## src/sv/owst_pkg.sv

```systemverilog
package owst_pkg;

    localparam int TIMER_BITS_DEF = 10;

    localparam int CFG_IDX_W  = 3;
    localparam int CFG_DATA_W = 10;

    localparam logic [CFG_IDX_W-1:0] CFG_RESET_LOW  = 3'd0;
    localparam logic [CFG_IDX_W-1:0] CFG_RESET_WAIT = 3'd1;
    localparam logic [CFG_IDX_W-1:0] CFG_SLOT       = 3'd2;
    localparam logic [CFG_IDX_W-1:0] CFG_W1_LOW     = 3'd3;
    localparam logic [CFG_IDX_W-1:0] CFG_RD_LOW     = 3'd4;
    localparam logic [CFG_IDX_W-1:0] CFG_RD_SAMPLE  = 3'd5;
    localparam logic [CFG_IDX_W-1:0] CFG_RD_TAIL    = 3'd6;

    localparam logic [1:0] OP_RESET = 2'd0;
    localparam logic [1:0] OP_WRITE = 2'd1;
    localparam logic [1:0] OP_READ  = 2'd2;
    localparam logic [1:0] OP_NONE  = 2'd3;

    typedef enum logic [7:0] {
        PH_IDLE     = 8'b0000_0001,
        PH_RST_LOW  = 8'b0000_0010,
        PH_RST_WAIT = 8'b0000_0100,
        PH_W_LOW    = 8'b0000_1000,
        PH_W_HIGH   = 8'b0001_0000,
        PH_R_LOW    = 8'b0010_0000,
        PH_R_SAMPLE = 8'b0100_0000,
        PH_R_TAIL   = 8'b1000_0000
    } phase_t;

    typedef struct packed {
        logic [9:0] reset_low_ticks;
        logic [9:0] reset_wait_ticks;
        logic [7:0] slot_ticks;
        logic [3:0] write_one_low_ticks;
        logic [3:0] read_low_ticks;
        logic [5:0] read_sample_ticks;
        logic [7:0] read_tail_ticks;
    } cfg_t;

    typedef struct packed {
        phase_t     phase;
        logic [1:0] command;
        logic [2:0] bit_index;
        logic [7:0] shift_byte;
    } seq_t;

endpackage

```

## src/sv/owst_if.sv

```systemverilog
interface owst_cmd_if;
    logic       valid;
    logic       ready;
    logic       tick;
    logic       start_req;
    logic [1:0] operation;
    logic [7:0] write_byte;
    logic       line_level;

    modport source (output valid, tick, start_req, operation, write_byte, line_level,
                    input ready);
    modport sink (input valid, tick, start_req, operation, write_byte, line_level,
                  output ready);
endinterface

interface owst_res_if;
    logic       valid;
    logic       ready;
    logic       drive_low;
    logic       busy_res;
    logic       done_res;
    logic [7:0] read_byte;

    modport source (output valid, drive_low, busy_res, done_res, read_byte, input ready);
    modport sink (input valid, drive_low, busy_res, done_res, read_byte, output ready);
endinterface

interface owst_cfg_if;
    logic       valid;
    logic       ready;
    logic [2:0] index;
    logic [9:0] data;

    modport source (output valid, index, data, input ready);
    modport sink (input valid, index, data, output ready);
endinterface

```

## src/sv/owst_cfg_regs.sv

```systemverilog
module owst_cfg_regs (
    input  logic          clk,
    input  logic          rst_n,
    owst_cfg_if.sink      cfg,
    output owst_pkg::cfg_t regs
);
    import owst_pkg::*;

    cfg_t regs_reg;
    cfg_t regs_next;

    assign cfg.ready = 1'b1;
    assign regs      = regs_reg;

    always_comb
    begin
        regs_next = regs_reg;
        if (cfg.valid)
        begin
            unique case (cfg.index)
                CFG_RESET_LOW:  regs_next.reset_low_ticks     = cfg.data;
                CFG_RESET_WAIT: regs_next.reset_wait_ticks    = cfg.data;
                CFG_SLOT:       regs_next.slot_ticks          = cfg.data[7:0];
                CFG_W1_LOW:     regs_next.write_one_low_ticks = cfg.data[3:0];
                CFG_RD_LOW:     regs_next.read_low_ticks      = cfg.data[3:0];
                CFG_RD_SAMPLE:  regs_next.read_sample_ticks   = cfg.data[5:0];
                CFG_RD_TAIL:    regs_next.read_tail_ticks     = cfg.data[7:0];
                default:        regs_next = regs_reg;
            endcase
        end
    end

    always_ff @(posedge clk or negedge rst_n)
    begin
        if (!rst_n)
        begin
            regs_reg.reset_low_ticks     <= 10'd480;
            regs_reg.reset_wait_ticks    <= 10'd480;
            regs_reg.slot_ticks          <= 8'd60;
            regs_reg.write_one_low_ticks <= 4'd1;
            regs_reg.read_low_ticks      <= 4'd2;
            regs_reg.read_sample_ticks   <= 6'd10;
            regs_reg.read_tail_ticks     <= 8'd50;
        end
        else
        begin
            regs_reg <= regs_next;
        end
    end
endmodule

```

## src/sv/owst_step.sv

```systemverilog
module owst_step #(
    parameter int TIMER_BITS = owst_pkg::TIMER_BITS_DEF
) (
    input  owst_pkg::seq_t       seq,
    input  logic [TIMER_BITS-1:0] timer,
    input  owst_pkg::cfg_t       regs,
    input  logic                 tick,
    input  logic                 start_req,
    input  logic [1:0]           operation,
    input  logic [7:0]           write_byte,
    input  logic                 line_level,
    output owst_pkg::seq_t       seq_next,
    output logic [TIMER_BITS-1:0] timer_next,
    output logic                 done
);
    import owst_pkg::*;

    localparam int CW = ((TIMER_BITS > 10) ? TIMER_BITS : 10) + 1;
    localparam logic [CW-1:0] TMAX = CW'((1 << TIMER_BITS) - 1);

    logic [9:0]    len_raw;
    logic [CW-1:0] len_ext;
    logic [CW-1:0] len_clip;
    logic [CW-1:0] timer_inc;
    logic          bit0;

    assign bit0 = seq.shift_byte[0];

    always_comb
    begin
        unique case (seq.phase)
            PH_RST_LOW:  len_raw = regs.reset_low_ticks;
            PH_RST_WAIT: len_raw = regs.reset_wait_ticks;
            PH_W_LOW:    len_raw = bit0 ? 10'(regs.write_one_low_ticks)
                                        : 10'(regs.slot_ticks);
            PH_W_HIGH:   len_raw = bit0 ? 10'(regs.slot_ticks) : 10'd1;
            PH_R_LOW:    len_raw = 10'(regs.read_low_ticks);
            PH_R_SAMPLE: len_raw = 10'(regs.read_sample_ticks);
            PH_R_TAIL:   len_raw = 10'(regs.read_tail_ticks);
            default:     len_raw = 10'd1;
        endcase
    end

    assign len_ext   = CW'(len_raw);
    assign len_clip  = (len_ext > TMAX) ? TMAX : len_ext;
    assign timer_inc = CW'(timer) + CW'(1);

    always_comb
    begin
        seq_next   = seq;
        timer_next = timer;
        done       = 1'b0;
        if (seq.phase == PH_IDLE)
        begin
            if (start_req && operation != OP_NONE)
            begin
                seq_next.command    = operation;
                seq_next.bit_index  = 3'd0;
                timer_next          = '0;
                seq_next.shift_byte = (operation == OP_WRITE) ? write_byte : 8'd0;
                unique case (operation)
                    OP_RESET: seq_next.phase = PH_RST_LOW;
                    OP_WRITE: seq_next.phase = PH_W_LOW;
                    default:  seq_next.phase = PH_R_LOW;
                endcase
            end
        end
        else if (tick)
        begin
            if (timer_inc >= len_clip)
            begin
                timer_next = '0;
                unique case (seq.phase)
                    PH_RST_LOW:  seq_next.phase = PH_RST_WAIT;
                    PH_RST_WAIT:
                    begin
                        seq_next.phase = PH_IDLE;
                        done           = 1'b1;
                    end
                    PH_W_LOW:    seq_next.phase = PH_W_HIGH;
                    PH_W_HIGH:
                    begin
                        if (seq.bit_index == 3'd7)
                        begin
                            seq_next.phase = PH_IDLE;
                            done           = 1'b1;
                        end
                        else
                        begin
                            seq_next.bit_index  = seq.bit_index + 3'd1;
                            seq_next.shift_byte = {1'b0, seq.shift_byte[7:1]};
                            seq_next.phase      = PH_W_LOW;
                        end
                    end
                    PH_R_LOW:    seq_next.phase = PH_R_SAMPLE;
                    PH_R_SAMPLE:
                    begin
                        seq_next.shift_byte = {line_level, seq.shift_byte[7:1]};
                        seq_next.phase      = PH_R_TAIL;
                    end
                    PH_R_TAIL:
                    begin
                        if (seq.bit_index == 3'd7)
                        begin
                            seq_next.phase = PH_IDLE;
                            done           = 1'b1;
                        end
                        else
                        begin
                            seq_next.bit_index = seq.bit_index + 3'd1;
                            seq_next.phase     = PH_R_LOW;
                        end
                    end
                    default:     seq_next.phase = PH_IDLE;
                endcase
            end
            else
            begin
                timer_next = timer_inc[TIMER_BITS-1:0];
            end
        end
    end
endmodule

```

## src/sv/onewire_master_slot_timer.sv

```systemverilog
// channel | dir | signals                                              | accepted when
// cmd     | in  | tick start_req operation write_byte line_level       | valid && ready
// res     | out | drive_low busy_res done_res read_byte                | valid && ready
// cfg     | in  | index data (ready tied high)                         | valid && ready
//
// One item per cycle while cmd.ready is high: each accepted cmd item updates the phase
// sequencer and loads the result register in the same edge; its result shows next cycle.
// cmd.ready drops only while the result register holds an item that res does not take.
// Reset (rst_n low, asynchronous) returns the sequencer to idle and the config to defaults.
// Phase timers advance only on accepted items with tick set.
module onewire_master_slot_timer #(
    parameter int TIMER_BITS = owst_pkg::TIMER_BITS_DEF
) (
    input  logic      clk,
    input  logic      rst_n,
    owst_cmd_if.sink  cmd,
    owst_res_if.source res,
    owst_cfg_if.sink  cfg
);
    import owst_pkg::*;

    cfg_t                  regs;
    seq_t                  seq_reg;
    seq_t                  seq_next;
    logic [TIMER_BITS-1:0] timer_reg;
    logic [TIMER_BITS-1:0] timer_next;
    logic                  done;
    logic                  accept;

    logic                  valid_reg;
    logic                  drive_low_reg;
    logic                  busy_reg;
    logic                  done_reg;
    logic [7:0]            read_byte_reg;

    owst_cfg_regs u_cfg (
        .clk   (clk),
        .rst_n (rst_n),
        .cfg   (cfg),
        .regs  (regs)
    );

    owst_step #(
        .TIMER_BITS (TIMER_BITS)
    ) u_step (
        .seq        (seq_reg),
        .timer      (timer_reg),
        .regs       (regs),
        .tick       (cmd.tick),
        .start_req  (cmd.start_req),
        .operation  (cmd.operation),
        .write_byte (cmd.write_byte),
        .line_level (cmd.line_level),
        .seq_next   (seq_next),
        .timer_next (timer_next),
        .done       (done)
    );

    assign cmd.ready = !valid_reg || res.ready;
    assign accept    = cmd.valid && cmd.ready;

    always_ff @(posedge clk or negedge rst_n)
    begin
        if (!rst_n)
        begin
            seq_reg.phase      <= PH_IDLE;
            seq_reg.command    <= 2'd0;
            seq_reg.bit_index  <= 3'd0;
            seq_reg.shift_byte <= 8'd0;
            timer_reg          <= '0;
            valid_reg          <= 1'b0;
        end
        else
        begin
            if (accept)
            begin
                seq_reg   <= seq_next;
                timer_reg <= timer_next;
                valid_reg <= 1'b1;
            end
            else if (res.ready)
            begin
                valid_reg <= 1'b0;
            end
        end
    end

    always_ff @(posedge clk)
    begin
        if (accept)
        begin
            drive_low_reg <= (seq_next.phase == PH_RST_LOW) || (seq_next.phase == PH_W_LOW)
                             || (seq_next.phase == PH_R_LOW);
            busy_reg      <= (seq_next.phase != PH_IDLE);
            done_reg      <= done;
            read_byte_reg <= (seq_next.phase == PH_IDLE && seq_next.command == OP_READ)
                             ? seq_next.shift_byte : 8'd0;
        end
    end

    assign res.valid     = valid_reg;
    assign res.drive_low = drive_low_reg;
    assign res.busy_res  = busy_reg;
    assign res.done_res  = done_reg;
    assign res.read_byte = read_byte_reg;
endmodule
```

## src/flat_wrapper.sv

```systemverilog
// flat-port wrapper written by rule: the top's interface ports become plain ports
module onewire_master_slot_timer_flat import owst_pkg::*;
#(
    parameter int TIMER_BITS = owst_pkg::TIMER_BITS_DEF
)
  (clk, rst_n, cmd_valid, cmd_tick, cmd_start_req, cmd_operation, cmd_write_byte, cmd_line_level, cmd_ready, res_valid, res_drive_low, res_busy_res, res_done_res, res_read_byte, res_ready, cfg_valid, cfg_index, cfg_data, cfg_ready);
  owst_cmd_if cmd_i ();
  owst_res_if res_i ();
  owst_cfg_if cfg_i ();
  input  logic clk;
  input  logic rst_n;
  input wire logic [$bits(cmd_i.valid)-1:0] cmd_valid;
  input wire logic [$bits(cmd_i.tick)-1:0] cmd_tick;
  input wire logic [$bits(cmd_i.start_req)-1:0] cmd_start_req;
  input wire logic [$bits(cmd_i.operation)-1:0] cmd_operation;
  input wire logic [$bits(cmd_i.write_byte)-1:0] cmd_write_byte;
  input wire logic [$bits(cmd_i.line_level)-1:0] cmd_line_level;
  output wire logic [$bits(cmd_i.ready)-1:0] cmd_ready;
  output wire logic [$bits(res_i.valid)-1:0] res_valid;
  output wire logic [$bits(res_i.drive_low)-1:0] res_drive_low;
  output wire logic [$bits(res_i.busy_res)-1:0] res_busy_res;
  output wire logic [$bits(res_i.done_res)-1:0] res_done_res;
  output wire logic [$bits(res_i.read_byte)-1:0] res_read_byte;
  input wire logic [$bits(res_i.ready)-1:0] res_ready;
  input wire logic [$bits(cfg_i.valid)-1:0] cfg_valid;
  input wire logic [$bits(cfg_i.index)-1:0] cfg_index;
  input wire logic [$bits(cfg_i.data)-1:0] cfg_data;
  output wire logic [$bits(cfg_i.ready)-1:0] cfg_ready;
  assign cmd_i.valid = cmd_valid;
  assign cmd_i.tick = cmd_tick;
  assign cmd_i.start_req = cmd_start_req;
  assign cmd_i.operation = cmd_operation;
  assign cmd_i.write_byte = cmd_write_byte;
  assign cmd_i.line_level = cmd_line_level;
  assign cmd_ready = cmd_i.ready;
  assign res_valid = res_i.valid;
  assign res_drive_low = res_i.drive_low;
  assign res_busy_res = res_i.busy_res;
  assign res_done_res = res_i.done_res;
  assign res_read_byte = res_i.read_byte;
  assign res_i.ready = res_ready;
  assign cfg_i.valid = cfg_valid;
  assign cfg_i.index = cfg_index;
  assign cfg_i.data = cfg_data;
  assign cfg_ready = cfg_i.ready;
  onewire_master_slot_timer #(.TIMER_BITS(TIMER_BITS)) u_core (.clk(clk), .rst_n(rst_n), .cmd(cmd_i), .res(res_i), .cfg(cfg_i));
endmodule
```

## config.mk

```make
export PLATFORM = sky130hd
export DESIGN_NAME = onewire_master_slot_timer_flat
export DESIGN_NICKNAME = d
export VERILOG_FILES = /design/src/sv/owst_pkg.sv /design/src/sv/owst_if.sv /design/src/sv/owst_cfg_regs.sv /design/src/sv/owst_step.sv /design/src/sv/onewire_master_slot_timer.sv /design/src/flat_wrapper.sv
export SDC_FILE = /design/constraint.sdc
export NUM_CORES = 1
export LEC_CHECK = 0
export ABC_AREA = 1
export ABC_CLOCK_PERIOD_IN_PS = 8600
export BUFFER_PORTS_ARGS = -buffer_cell sky130_fd_sc_hd__buf_2
export CAP_MARGIN = 10
export CORE_ASPECT_RATIO = 2
export CORE_UTILIZATION = 55
export CTS_BUF_LIST = sky130_fd_sc_hd__clkbuf_4
export CTS_CLUSTER_DIAMETER = 120
export DETAILED_ROUTE_END_ITERATION = 7
export GPL_ROUTABILITY_DRIVEN = 0
export GPL_TIMING_DRIVEN = 0
export PLACE_DENSITY = 0.74
export RECOVER_POWER = 100
export SKIP_CTS_REPAIR_TIMING = 1
export SLEW_MARGIN = 10
export SYNTH_ARGS = -nofsm -noshare
export SYNTH_HDL_FRONTEND = slang
export SYNTH_SLANG_ARGS = --single-unit
```

## constraint.sdc

```tcl
create_clock -name clk -period 8.6 [get_ports clk]
set_input_delay 1.29 -clock clk [delete_from_list [all_inputs] [get_ports clk]]
set_output_delay 1.29 -clock clk [all_outputs]
set_load 0.005 [all_outputs]
```

==> run metrics, run 1 <==
die width a little over 70 um; Leak Pwr approximately 2.6 nW; Comb power frac 0.519; Maximum Capacitance Violations 1; routed wire length around 13 mm; worst-path cell chain nor2_1, nand2_1, nor2_1, inv_1, nor2_1, inv_1, o21ai_0, a221oi_1, ha_1, nand2_1, nor2_1, nand3_1, nand2_1, a21oi_4, nand2_1, nand2_1, clkbuf_1, nand2_1, nand2_1, nand3_1, nor2_1, nand3_1, nor2_2; via count between 4000 and 5000; Routed Antenna Nets 0; Final Hold Violating Endpoints 0; max reg flops 50; switching power of the nets between 0.8 and 0.9 mW; share of layout cells above drive strength 1 0.135; Avg WL per Cell 15.9 um; port bufs 42; Async S/R FF share, synth 0.882; Pint 0.941 mW; final-report setup violation count 0; setup tns final 0 ns; Root Driver clkbuf_4; kind of critical path register to register; first-pass GRT wire length ~22 mm; Worst Max-Slew Pin Slew between 3 and 4 ns; syn avg cell area 7.83 sq um; synth warn 0; grt total ovfl 0; Synth-to-Final Area Change 7.87%; fin crit period around 5.7 ns; relative slew slack -1.17; Core ar. a little over 9000 sq um; Fmax achieved approximately 170 MHz; Worst Path Arrival just over 6 ns; Distinct cells, synth between 40 and 50; number of DRC markers in iteration 0 304; Worst setup EP type register; Seq pwr share 0.349; Critical Path Most Common Cell nand2_1; violated checks DRC, capacitance limit, slew limit; crit path max-delay cell type nor2_1; Worst Setup Start Kind register; initial core utilization 0.566; TritonCTS Buffers 9; run status finished, violations left; Clock Tree Buf Depth 2; slowest stage delay, CP approximately 0.64 ns; Site Rows 50; synth top area cells dfrtp_1 (29%), nand2_1 (13%), dfstp_2 (10%), o21ai_0 (9.4%), edfxtp_1 (6.3%); nets between 700 and 800; die footprint 10000 sq um; H-tree depth 3; CTS tree yes; CP max FO 10; Die Ht roughly 140 um; top cells by count, synth nand2_1 (183), o21ai_0 (99), inv_1 (81); DRT Pass-1 Iters 7; Synth Register Bits 93; Yosys top cell by area dfrtp_1; Slew Viols, Final 63; vias per cell 5.76; fin crit share 0.666; clock share of power 0.132; syn_nets 718; clk sinks 93; hpwl dp just over 10 mm; pwr dens approximately 320 nW/um^2; Cells after DPL 821; most frequent cell after synthesis nand2_1; gr usage total 0.282; RSZ-0062 raised after global routing no; CP Data Required Time 8.91 ns; Peak supply drop between 0.00015 and 0.0002 V; HP Class register to register; synthesized area approximately 5300 sq um; Worst-Skew Late Latency roughly 0.46 ns; clock-pin slew on the worst setup and hold paths approximately 0.15 ns; final setup skew about 0.018 ns; number of synthesized flops with an enable pin 11; io pins between 40 and 50; initial antenna violation count 1; Finished Layout Cells 838; drt drc 7; switching share of power 0.484; Synth Instances 674; Seq/Total Area, Yosys 0.456; Yosys top cell area share 0.294; largest net degree at the start of global routing between 60 and 70; vias in the first global route approximately 4800; top_reg_cell synth dfrtp_1
## worst max-delay path: cells and delay by family, from the launching register on
kind	cells	cell delay, ns
fa+ha+maj	1	0.34
buf+inv	3	0.74
compound gates	3	0.66
simple gates	16	3.31
flops	1	0.50
## cell families after synthesis
kind of cell    count (synthesis)  share of synthesized area
xor+xnor                        6                    0.00995
fa+ha+maj                      13                     0.0308
flops                          93                      0.456
other cells                     1                   0.000710
compound gates                150                      0.164
simple gates                  305                      0.259
buf+inv                       106                     0.0789
## layout by cell type, fill, tap and decap left out, types with 3 or more instances in the layout
master | netlist | final
a211oi_1 | 3 | 3
a21oi_1 | 11 | 11
a221oi_1 | 6 | 6
a22o_1 | 9 | 9
buf_2 | 3 | 38
clkbuf_1 | 16 | 25
clkbuf_4 | 0 | 10
clkinv_1 | 2 | 4
dfrtp_1 | 62 | 62
dfstp_2 | 20 | 20
edfxtp_1 | 11 | 11
ha_1 | 13 | 13
inv_1 | 81 | 81
nand2_1 | 183 | 186
nand2_2 | 8 | 7
nand3_1 | 49 | 51
nand4_1 | 4 | 4
nor2_1 | 33 | 36
nor2_2 | 12 | 11
nor3_1 | 3 | 3
o21ai_0 | 99 | 101
o31ai_1 | 5 | 5
xor2_1 | 6 | 6
## final timing paths
path                                  startpoint                       to  slack (ns)  depth (start not counted)
max                           u_core.seq_reg[14]  u_core.res.read_byte[0]        2.88                         23
min                        u_core.u_cfg.regs[15]    u_core.u_cfg.regs[15]        0.50                          2
max reg2reg                   u_core.seq_reg[14]  u_core.res.read_byte[0]        2.88                         23
min reg2reg                u_core.u_cfg.regs[15]    u_core.u_cfg.regs[15]        0.50                          2
max in group asynchronous                  rst_n    u_core.u_cfg.regs[23]        3.88                          2
min in group asynchronous                  rst_n        u_core.seq_reg[3]        1.05                          1
## per-stage QoR
step | area, sq um | util | setup slack (ns) | power [mW] | hold slack, ns
floorplan | 5280 | - | 5.33 | 1.41 | 0.453
global placement | 5620 | 0.603 | 4.33 | 1.63 | 0.465
detailed placement | 5650 | 0.606 | 4.25 | 1.66 | 0.473
CTS | 5790 | 0.621 | 4.21 | 1.90 | 0.501
global route | 5700 | 0.611 | 2.44 | 1.96 | 0.520
finish | 5700 | 0.611 | 2.88 | 1.82 | 0.498
## power by group through the flow
stage               logic [mW]  clock network (mW)  registers, mW
floorplan                0.782                   0          0.626
global placement         0.991                   0          0.639
detailed placement        1.02                   0          0.643
CTS                       1.03               0.243          0.635
global route              1.06               0.257          0.650
finish                   0.945               0.240          0.637
## routing by layer
layer	share of wire	routed length, um	track usage	vias to the layer above
li1	-	-	-	2323
met3	0.041	541	0.0345	46
met4	0.052	687	0.183	0
met1	0.36	4850	0.286	2289
met5	0	0	0	-
met2	0.54	7220	0.524	169
## final cells by class
| class | instances | area, sq um |
|---|---|---|
| plain buffers | 22 | 93.8 |
| flip-flops and latches | 93 | 2410 |
| inverters | 84 | 315 |
| multi-input cells | 475 | 2400 |
| clock inverters | 6 | 62.6 |
| repair buffers | 43 | 205 |
| well taps | 104 | 130 |
| fillers | 874 | 3630 |
| clock buffers | 10 | 75.1 |
| diodes | 1 | 2.50 |
(Power assumes the default switching activity.)
==> run 2: changes to the inputs <==
Settings changed: ABC_CLOCK_PERIOD_IN_PS 8600 to 5750.
Clock period 8.6 ns to 5.75 ns, I/O delays scaled along.
==> run metrics, run 2 (synthesized netlist as in run 1, its figures left out) <==
grt met3 use 0.0345 (unchanged); die width 71.3 um (unchanged); reg2reg path depth 22 (-4.3%); Crit path buffers/inverters 3 (unchanged); pwr dens 495 nW/um^2 (+55%); die footprint 10000 sq um (unchanged); io pins 45 (unchanged); reg2reg start u_core.seq_reg[14]; Root Driver clkbuf_4; TritonCTS Buffers 9 (unchanged); DRT Pass-1 Iters 8 (+1); initial core utilization 0.566 (unchanged); grt total ovfl 0 (unchanged); final setup skew 0.0181 ns (-0.000438 ns); violated checks DRC, capacitance limit, slew limit; switching power of the nets 1.38 mW (+57%); max reg flops 50 (unchanged); Seq pwr share 0.336 (-0.013); Site Rows 50 (unchanged); met2 GRT Util 0.524 (unchanged); pre-CTS WS 1.40 ns (-2.85 ns); Critical Path Most Common Cell nor2_1; hold depth 2 (unchanged); Cells after DPL 821 (unchanged); kind of critical path register to register; nets 772 (unchanged); Slew Viols, Final 63 (unchanged); CP Data Required Time 6.07 ns (-2.84 ns); Avg WL per Cell 15.9 um (-0.14%); Final Cell Area 5740 sq um (+0.70%); CTS tree yes; Pint 1.46 mW (+55%); run status finished, violations left; r2r endpoint u_core.res.read_byte[6]; final setup margin 0.861 ns (-2.01 ns); Worst Path Arrival 5.21 ns (-0.83 ns); CP startpoint u_core.seq_reg[14]; Routed Antenna Nets 0 (unchanged); Core ar. 9320 sq um (unchanged); hold wc startpoint u_core.u_cfg.regs[15]; initial antenna violation count 1 (unchanged); Fmax achieved 205 MHz (+17%); clk sinks 93 (unchanged); Finished Layout Cells 838 (unchanged); worst-path cell chain nor2_1, nand2_1, nor2_1, inv_1, nor2_1, inv_1, o21ai_0, a221oi_1, ha_1, nand2_1, nor2_1, nand3_1, nand2_1, a21oi_4, nand2_4, nand2_4, buf_6, o21ai_0, nand2_1, nor2_4, nand3_4, nor2_1; gr usage total 0.282 (unchanged); flop2flop setup slack 0.86 ns (-2.01 ns); number of DRC markers in iteration 0 318 (+4.6%); setup tns final 0 ns (unchanged); clock-pin slew on the worst setup and hold paths 0.15 ns (about the same); share of layout cells above drive strength 1 0.139 (+0.00409); fin crit share 0.850 (+0.185); Die Ht 141 um (unchanged); Worst Max-Slew Pin Slew 3.25 ns (-0.00596 ns); RSZ-0062 raised after global routing no; Worst Setup Start Kind register; most frequent cells in the layout nand2_1 (184), o21ai_0 (101), inv_1 (81); Clock Tree Buf Depth 2 (unchanged); largest net degree at the start of global routing 63 (unchanged); Comb power frac 0.538 (+0.019); critical path's top delay family simple AND/OR/NAND/NOR gates; fin crit period 4.89 ns (-0.835 ns); port bufs 42 (unchanged); vias in the first global route 4768 (unchanged); Synth-to-Final Area Change 8.63%; met1 usage 0.286 (unchanged); switching share of power 0.486 (+0.00252); first-pass GRT wire length 21.9 mm (unchanged); via count 4808 (-0.39%); clock share of power 0.127 (-0.005); Worst-Skew Late Latency 0.46 ns (about the same); Maximum Capacitance Violations 1 (unchanged); HP Class register to register; H-tree depth 3 (unchanged); Peak supply drop 0.000276 V (+50%); gr busiest metal met2; hpwl dp 10.2 mm (unchanged); drt drc 7 (unchanged); Hold Slack 0.498 ns (-0.00000800 ns); routed wire length 13.3 mm (-0.14%); CP max FO 10 (unchanged); Cell Area, Placed 5650 sq um (unchanged); Worst setup EP type register; vias per cell 5.74 (-0.39%); slowest stage delay, CP 0.64 ns (about the same); worst hold endpoint u_core.u_cfg.regs[15]; Final Hold Violating Endpoints 0 (unchanged); most common cell after layout, fill and taps aside nand2_1; Leak Pwr 2.65 nW (+0.61%); final-report setup violation count 0 (unchanged); relative slew slack -1.16 (+0.00398); crit path max-delay cell type nor2_1
## run 2: cell count changes in the layout (fill, tap and decap cells not counted), moves of 2 or more
cell	change
nand3_1	-2
nand2_4	+2
nand2_1	-2
nor2_1	+2
nor2_2	-3
## run 2: cell type report
type	instances	area (sq um)
flip-flops and latches	93	2410
inverters	84	315
clock inverters	6	62.6
clock buffers	10	75.1
well taps	104	130
multi-input cells	475	2440
fillers	865	3590
diodes	1	2.50
repair buffers	43	205
plain buffers	22	101
## run 2: routing by layer
| metal | wire [um] | share of wire |
|---|---|---|
| met1 | 4850 | 0.36 |
| met2 | 7220 | 0.54 |
| met3 | 547 | 0.041 |
| met4 | 673 | 0.051 |
| met5 | 0 | 0 |
## run 2: worst register-to-register path: stages, from the launching register on
cell and delay [ns]:
dfrtp_1 0.50, nor2_1 0.20, nand2_1 0.13, nor2_1 0.64, inv_1 0.20, nor2_1 0.40, inv_1 0.11, o21ai_0 0.32
a221oi_1 0.18, ha_1 0.35, nand2_1 0.08, nor2_1 0.12, nand3_1 0.10, nand2_1 0.13, a21oi_4 0.08, nand2_4 0.14
nand2_4 0.08, buf_6 0.15, o21ai_0 0.21, nand2_1 0.15, nor2_4 0.17, nand3_4 0.16, nor2_1 0.14
## run 2: worst max path at each step
stage | endpoint | slack, ns | cells past startpoint
6_report | u_core.res.read_byte[6] | 0.86 | 22
5_1_grt | u_core.res.read_byte[6] | 0.57 | 22
4_1_cts | u_core.res.read_byte[6] | 1.36 | 21
3_5_place_dp | u_core.res.read_byte[6] | 1.40 | 21
3_3_place_gp | u_core.res.read_byte[4] | 1.48 | 23
2_1_floorplan | u_core.res.read_byte[0] | 2.48 | 22
## run 2: through the flow
step / utilization / power [mW]
finish: 0.615 / 2.84
floorplan: - / 2.10
global placement: 0.603 / 2.44
detailed placement: 0.606 / 2.49
CTS: 0.621 / 2.85
global route: 0.615 / 3.05
## run 2: power groups by stage
stage                     logic, mW  clock network, mW  registers, mW
after detailed placement       1.53                  0          0.962
after floorplan                1.17                  0          0.936
final                          1.53              0.359          0.953
after global routing           1.70              0.384          0.972
after global placement         1.48                  0          0.956
after CTS                      1.54              0.364          0.950
